--- config.mk ---
export PLATFORM = sky130hd
export DESIGN_NAME = wgm_row
export DESIGN_NICKNAME = d
export VERILOG_FILES = /design/src/wgm_pkg.sv /design/src/wgm_cell.sv /design/src/wgm_row.sv
export SDC_FILE = /design/constraint.sdc
export NUM_CORES = 1
export LEC_CHECK = 0
export BUFFER_PORTS_ARGS = -buffer_cell sky130_fd_sc_hd__buf_2
export CORE_AREA = 3 3 158 160
export DETAILED_ROUTE_END_ITERATION = 8
export DIE_AREA = 0 0 161 163
export GPL_ROUTABILITY_DRIVEN = 1
export MAX_ROUTING_LAYER = met4
export PLACE_DENSITY = 0.56
export SYNTH_ARGS = -nofsm -noshare
export SYNTH_HDL_FRONTEND = slang
export SYNTH_SLANG_ARGS = --single-unit
--- constraint.sdc ---
create_clock -name vclk -period 8.45
set_clock_uncertainty 0.1 [all_clocks]
set_input_delay 0 -clock vclk [all_inputs]
set_output_delay 0 -clock vclk [all_outputs]
set_load 0.02 [all_outputs]
--- src/wgm_pkg.sv ---
package wgm_pkg;

  localparam int MAX_PATTERN = 32;
  localparam int NPOS        = MAX_PATTERN + 1;
  localparam int CHAR_W      = 8;
  localparam int LEN_W       = 6;
  localparam int WORD_W      = 64;
  localparam int NWORDS      = 4;
  localparam int CHARS_PER_W = WORD_W / CHAR_W;
  localparam int CFG_IDX_W   = 3;

  localparam logic [CHAR_W-1:0] STAR_CHAR = 8'h2A;
  localparam logic [CHAR_W-1:0] ANY_CHAR  = 8'h3F;

  localparam logic [CFG_IDX_W-1:0] REG_PATTERN_0  = 3'd0;
  localparam logic [CFG_IDX_W-1:0] REG_PATTERN_1  = 3'd1;
  localparam logic [CFG_IDX_W-1:0] REG_PATTERN_2  = 3'd2;
  localparam logic [CFG_IDX_W-1:0] REG_PATTERN_3  = 3'd3;
  localparam logic [CFG_IDX_W-1:0] REG_PATTERN_LEN = 3'd4;

  localparam logic [NPOS-1:0] START_SET = NPOS'(1);

  // Signals handed from one position cell to the next one up.
  typedef struct packed {
    logic carry;  // star closure: position i is active, so is i+1
    logic adv;    // position i consumed the character
  } wgm_link_t;

endpackage

--- src/wgm_cell.sv ---
module wgm_cell import wgm_pkg::*; (
  input  logic              act,
  input  logic [CHAR_W-1:0] pat_char,
  input  logic              in_use,
  input  logic              in_range,
  input  logic [CHAR_W-1:0] text_char,
  input  wgm_link_t         link_in,
  output wgm_link_t         link_out,
  output logic              closed,
  output logic              nxt
);

  logic is_star;
  logic hit;

  assign is_star = (pat_char == STAR_CHAR);
  assign hit     = !is_star && ((pat_char == ANY_CHAR) || (pat_char == text_char));

  // Active after closure: own bit if in range, or reached across a star below.
  assign closed         = (act && in_range) || link_in.carry;
  assign link_out.carry = closed && in_use && is_star;
  assign link_out.adv   = closed && in_use && hit;
  // Star holds its position; a matching lower position advances into this one.
  assign nxt            = (closed && in_use && is_star) || link_in.adv;

endmodule

--- src/wgm_row.sv ---
module wgm_row import wgm_pkg::*; (
  input  logic [NPOS-1:0]   act,
  input  logic [CHAR_W-1:0] pat_char [NPOS],
  input  logic [NPOS-1:0]   in_use,
  input  logic [NPOS-1:0]   in_range,
  input  logic [CHAR_W-1:0] text_char,
  output logic [NPOS-1:0]   nxt,
  output logic              tail
);

  wgm_link_t       link [NPOS+1];
  logic [NPOS-1:0] closed;

  assign link[0] = '0;

  for (genvar i = 0; i < NPOS; i++) begin : g_cell
    wgm_cell u_cell (
      .act       (act[i]),
      .pat_char  (pat_char[i]),
      .in_use    (in_use[i]),
      .in_range  (in_range[i]),
      .text_char (text_char),
      .link_in   (link[i]),
      .link_out  (link[i+1]),
      .closed    (closed[i]),
      .nxt       (nxt[i])
    );
  end

  // The last link leaves the row only from a position that is never in use.
  wgm_link_t unused_link;
  assign unused_link = link[NPOS];

  // Accept position is the one in range but not in use: exactly one bit.
  assign tail = |(closed & in_range & ~in_use) && !(unused_link.carry && unused_link.adv);

endmodule

Yosys cells after proc, flatten, opt, wreduce, memory -nomap -nowiden. Cells that the tools add are included.

Input bits: 371. Memories: 0. Bits in writable memories: 0. Bits in registers: 0. Latch bits: 0. ROM bits: 0.

Magnitude comparators: 0. Shift operators: 0. Multiplexer cells: 0. Divide/modulo/power cells: 0. Add/subtract/negate cells: 0. Equality and inequality tests: 99. Multipliers: 0. Reduce and logical (&&, ||, !) cells: 299. Bitwise gates (word level): 3.

Operators by type and width (number): 8-bit by 6-bit equality test with 1-bit output (second input constant) (66); 8-bit equality test (33); 1-bit logical AND (167); 1-bit logical OR (97); 33-bit bitwise AND (2); 1-bit zero test (34); 33-bit NOT (1); 33-bit OR reduction (1).

Depth between registers and ports, before layout.
Depth after elaboration: 102. Depth in mapped cells: 11. Mapped depth without buffers: 10.

Cells and area by module. Synthesis repeated with hierarchy kept, for this count alone.

Cell total of the unflattened synthesis: 775. Area total of the unflattened synthesis: 5756.8 um^2.

Modules (own cells, without submodules): wgm_cell (times used 33, cells an instance 22, sequential area each 0.0 um^2, area an instance 165.2 um^2); wgm_row (times used 1, cells an instance 49, sequential area each 0.0 um^2, area an instance 306.5 um^2).

Worst setup path after synthesis. Ideal clock, no wire load.

Path type: input to output. From: input port pat_char[232] (netlist bit). To: output port nxt[27]. Arrival time: 3067 ps. Stages: 11. Required time: 8350 ps. Setup slack: 5283 ps. Buffers on the path: 1. Cells stage by stage: or4b_1 -> or4_4 -> or2_0 -> or4_1 -> a31o_1 -> a21oi_2 -> nor2_2 -> o41ai_4 -> a41oi_1 -> o31ai_1 -> buf_4.

Cells in the longest elaborated chain, start to end: 75. Elaborated cells on any way between the ends: 76.

RTL lines: start, declared (RTL line wgm_row.sv:3) `input logic [CHAR_W-1:0] pat_char [NPOS],`; 8-bit by 6-bit equality test with 1-bit output * (RTL line wgm_cell.sv:16) `assign is_star = (pat_char == STAR_CHAR);`; 1-bit logical AND * (RTL line wgm_cell.sv:21) `assign link_out.carry = closed && in_use && is_star;`; 1-bit logical OR * (RTL line wgm_cell.sv:20) `assign closed = (act && in_range) || link_in.carry;`; 1-bit logical AND * (2 in series) (RTL line wgm_cell.sv:21); 1-bit logical OR * (RTL line wgm_cell.sv:20); 1-bit logical AND * (2 in series) (RTL line wgm_cell.sv:21); 1-bit logical OR * (RTL line wgm_cell.sv:20); 1-bit logical AND * (2 in series) (RTL line wgm_cell.sv:21); [54 not listed]; 1-bit logical OR * (RTL line wgm_cell.sv:20); 1-bit logical AND * (2 in series) (RTL line wgm_cell.sv:21); 1-bit logical OR * (RTL line wgm_cell.sv:20); 1-bit logical AND * (RTL line wgm_cell.sv:21, wgm_cell.sv:22); 1-bit logical AND (RTL line wgm_cell.sv:21); 1-bit logical OR (RTL line wgm_cell.sv:20); 1-bit logical AND (2 in series) (RTL line wgm_cell.sv:24) `assign nxt = (closed && in_use && is_star) || link_in.adv;`; 1-bit logical OR * (RTL line wgm_cell.sv:24); end, declared (RTL line wgm_row.sv:7) `output logic [NPOS-1:0] nxt,`.

Every way passes the cells marked *; elsewhere a longest branch is shown, timed or not.

Worst setup path after layout.
From: input port pat_char[114] (netlist bit). To: output port tail.

Cells in the longest elaborated chain, start to end: 47. Elaborated cells on any way between the ends: 51.

RTL lines: 8-bit by 6-bit equality test with 1-bit output * (RTL line wgm_cell.sv:16); 1-bit logical AND * (RTL line wgm_cell.sv:21); 1-bit logical OR * (RTL line wgm_cell.sv:20); parallel branches: the longest is 43 deep, another holds 1-bit logical AND; 1-bit logical AND * (RTL line wgm_row.sv:35) `assign tail = |(closed & in_range & ~in_use) && !(unused_link.carry && unused_link.adv);`; end, declared (RTL line wgm_row.sv:8) `output logic tail`.

Mark *: on every way between the ends.

==> flow_summary.json <==
{
  "status": "finished, final reports clean",
  "place_congestion": 0.949,
  "yosys-top-cells-area": "xnor2_1 (22%), xor2_1 (10%), nand4_1 (6.1%), nand2_1 (5.3%), nor2_1 (3.7%)",
  "drive_above_1_share": 0.317,
  "routed_wl_mm": 37.2,
  "synth_fp_nets": 1411,
  "syn_avg_cell_area_um2": 6.66,
  "post-cts-setup-buffers": 0,
  "worst_pin_slew_ps": 1050,
  "grt_pass1_vias": 9434,
  "layout_min_cycle_time_ps": 4000,
  "holdWs_ps": 273,
  "antenna_found_initial": 6,
  "critPathKind": "input pin to primary output",
  "via_count": 9573,
  "area_growth_pct": 30.9,
  "syn_area_um2": 6930,
  "yosysSeqAreaShare": 0,
  "io_buffers": 405,
  "cp-end-kind": "primary output",
  "slew-limit-headroom": 0.294,
  "seqCellArea_um2": 0,
  "leakage_nw": 3.71,
  "slew_viol_final": 0,
  "avgRoutedWirePerCell_um": 21.7,
  "cts_resized": 0,
  "fp.dieH_um": 163,
  "nClkBuffers": 0,
  "finalSetupTns_ps": 0,
  "drt_iter0_drc": 665,
  "hold_violations": 0,
  "grt_start_max_net_pins": 33,
  "fin_crit_sh": 0.473,
  "synth.distinct_cells": 77,
  "nFillCells": 2618,
  "via_per_inst": 5.59,
  "drc_errors": 0,
  "peakVddDrop_uv": 32.8,
  "cp-start-kind": "input pin",
  "antenna_left": 0,
  "gr-usage-all-layers": 0.272,
  "dieArea_um2": 26200,
  "nFlopsAndLatches": 0,
  "dp_hpwl_mm": 31.3,
  "p_per_area_nw_per_um2": 41.8,
  "fmax_mhz": 250,
  "syn_inst": 1040,
  "cp.required_ps": 8350,
  "cts_hold_buf": 0,
  "drv_cap": 0,
  "synth_top_cell_by_area": "xnor2_1",
  "initial_utilization": 0.294,
  "grt_overflow": 0,
  "crit_path_max_fanout": 5,
  "p_total_uw": 379,
  "rsz0062_at_grt": "no",
  "multi_input_area_um2": 6450,
  "cp.arrival_ps": 3900,
  "chipWidth_um": 161,
  "utilization": 0.385,
  "ys_warn_count": 0,
  "nets": 1762,
  "grt_pass1_wl_mm": 54.6,
  "drt_first_pass_iters": 5,
  "netlist.area_leader.share": 0.223,
  "rows": 56,
  "ioPinCount": 405,
  "setup_viol": 0,
  "coreArea_um2": 23500,
  "holdCritPathClass": "input pin to primary output"
}
## power breakdown
group / switching (mW) / internal [mW]
sequential: 0 / 0
combinational: 0.208 / 0.171
clock: 0 / 0.0000000953
total: 0.208 / 0.171
## layout by cell type (no fill, tap or decap), types with 18 or more instances in the layout
master   synthesis  final
nor3_1          26     26
o21ai_0         39     39
or3_1           18     18
nor4_1          36     36
nand2_1         98     98
nand4_1         67     67
buf_2            0    405
xnor2_1        176    176
inv_1           28     28
nor2_1          68     68
nand3_1         37     37
a21oi_1         28     28
xor2_1          80     80
## through the flow
step	worst slack, ps	area [µm²]	cells
floorplan	5280	6930	1040
global placement	4560	9050	1708
detailed placement	4440	9050	1708
CTS	4430	9050	1708
global route	4090	9070	1714
finish	4450	9070	1714
## worst max-delay path, cell delays in order
cell and delay (ps):
buf_2 120, or4_1 600, or4b_1 590, nor3_1 480, nor2_1 230, nor4_1 420
a41oi_1 390, a2111oi_2 560, a31oi_1 140, nand4_1 160, buf_2 190
## path summary, 6_finish.rpt
check | start | endpoint | cells past startpoint
hold / removal | in_use[3] | nxt[4] | 4
setup / recovery | pat_char[114] | tail | 11
## per-layer routing
layer	vias to the layer above	part of all wire	global-route usage
met2	440	0.50	0.492
met5	-	0	-
met1	4513	0.42	0.333
met3	54	0.063	0.0333
li1	4566	-	-
met4	0	0.017	0.0387
## Yosys cell counts, drive strengths merged (5+ instances only)
master and count:
xnor2 176, nand2 98, xor2 80, nor2 69
nand4 67, buf 53, o21ai 39, nand3 37
nor4 36, a21oi 29, inv 28, nor3 26
or3 18, o22ai 17, or4 14, nand2b 13
nor2b 13, and3 12, clkbuf 12, nand4b 12
nand3b 11, nor3b 11, and2 10, o31ai 10
or2 9, or4b 9, a21boi 8, a31o 7
a22oi 6, a41o 6, nor4bb 6, o21a 6
o32ai 6, a22o 5, o21bai 5
## area by class of cell
class              instances  area share
inverters                 28      0.0116
well taps                319      0.0440
multi-input cells        947       0.712
repair buffers           414       0.231
diodes                     6     0.00166
## kinds of logic (layout without fill, tap and decap cells)
family,Yosys count,after routing,synth area share
xor+xnor,256,256,0.324
compound gates,208,208,0.218
simple gates,483,483,0.390
other cells,0,6,0
buf+inv,93,442,0.0683
(Power assumes the default switching activity.)
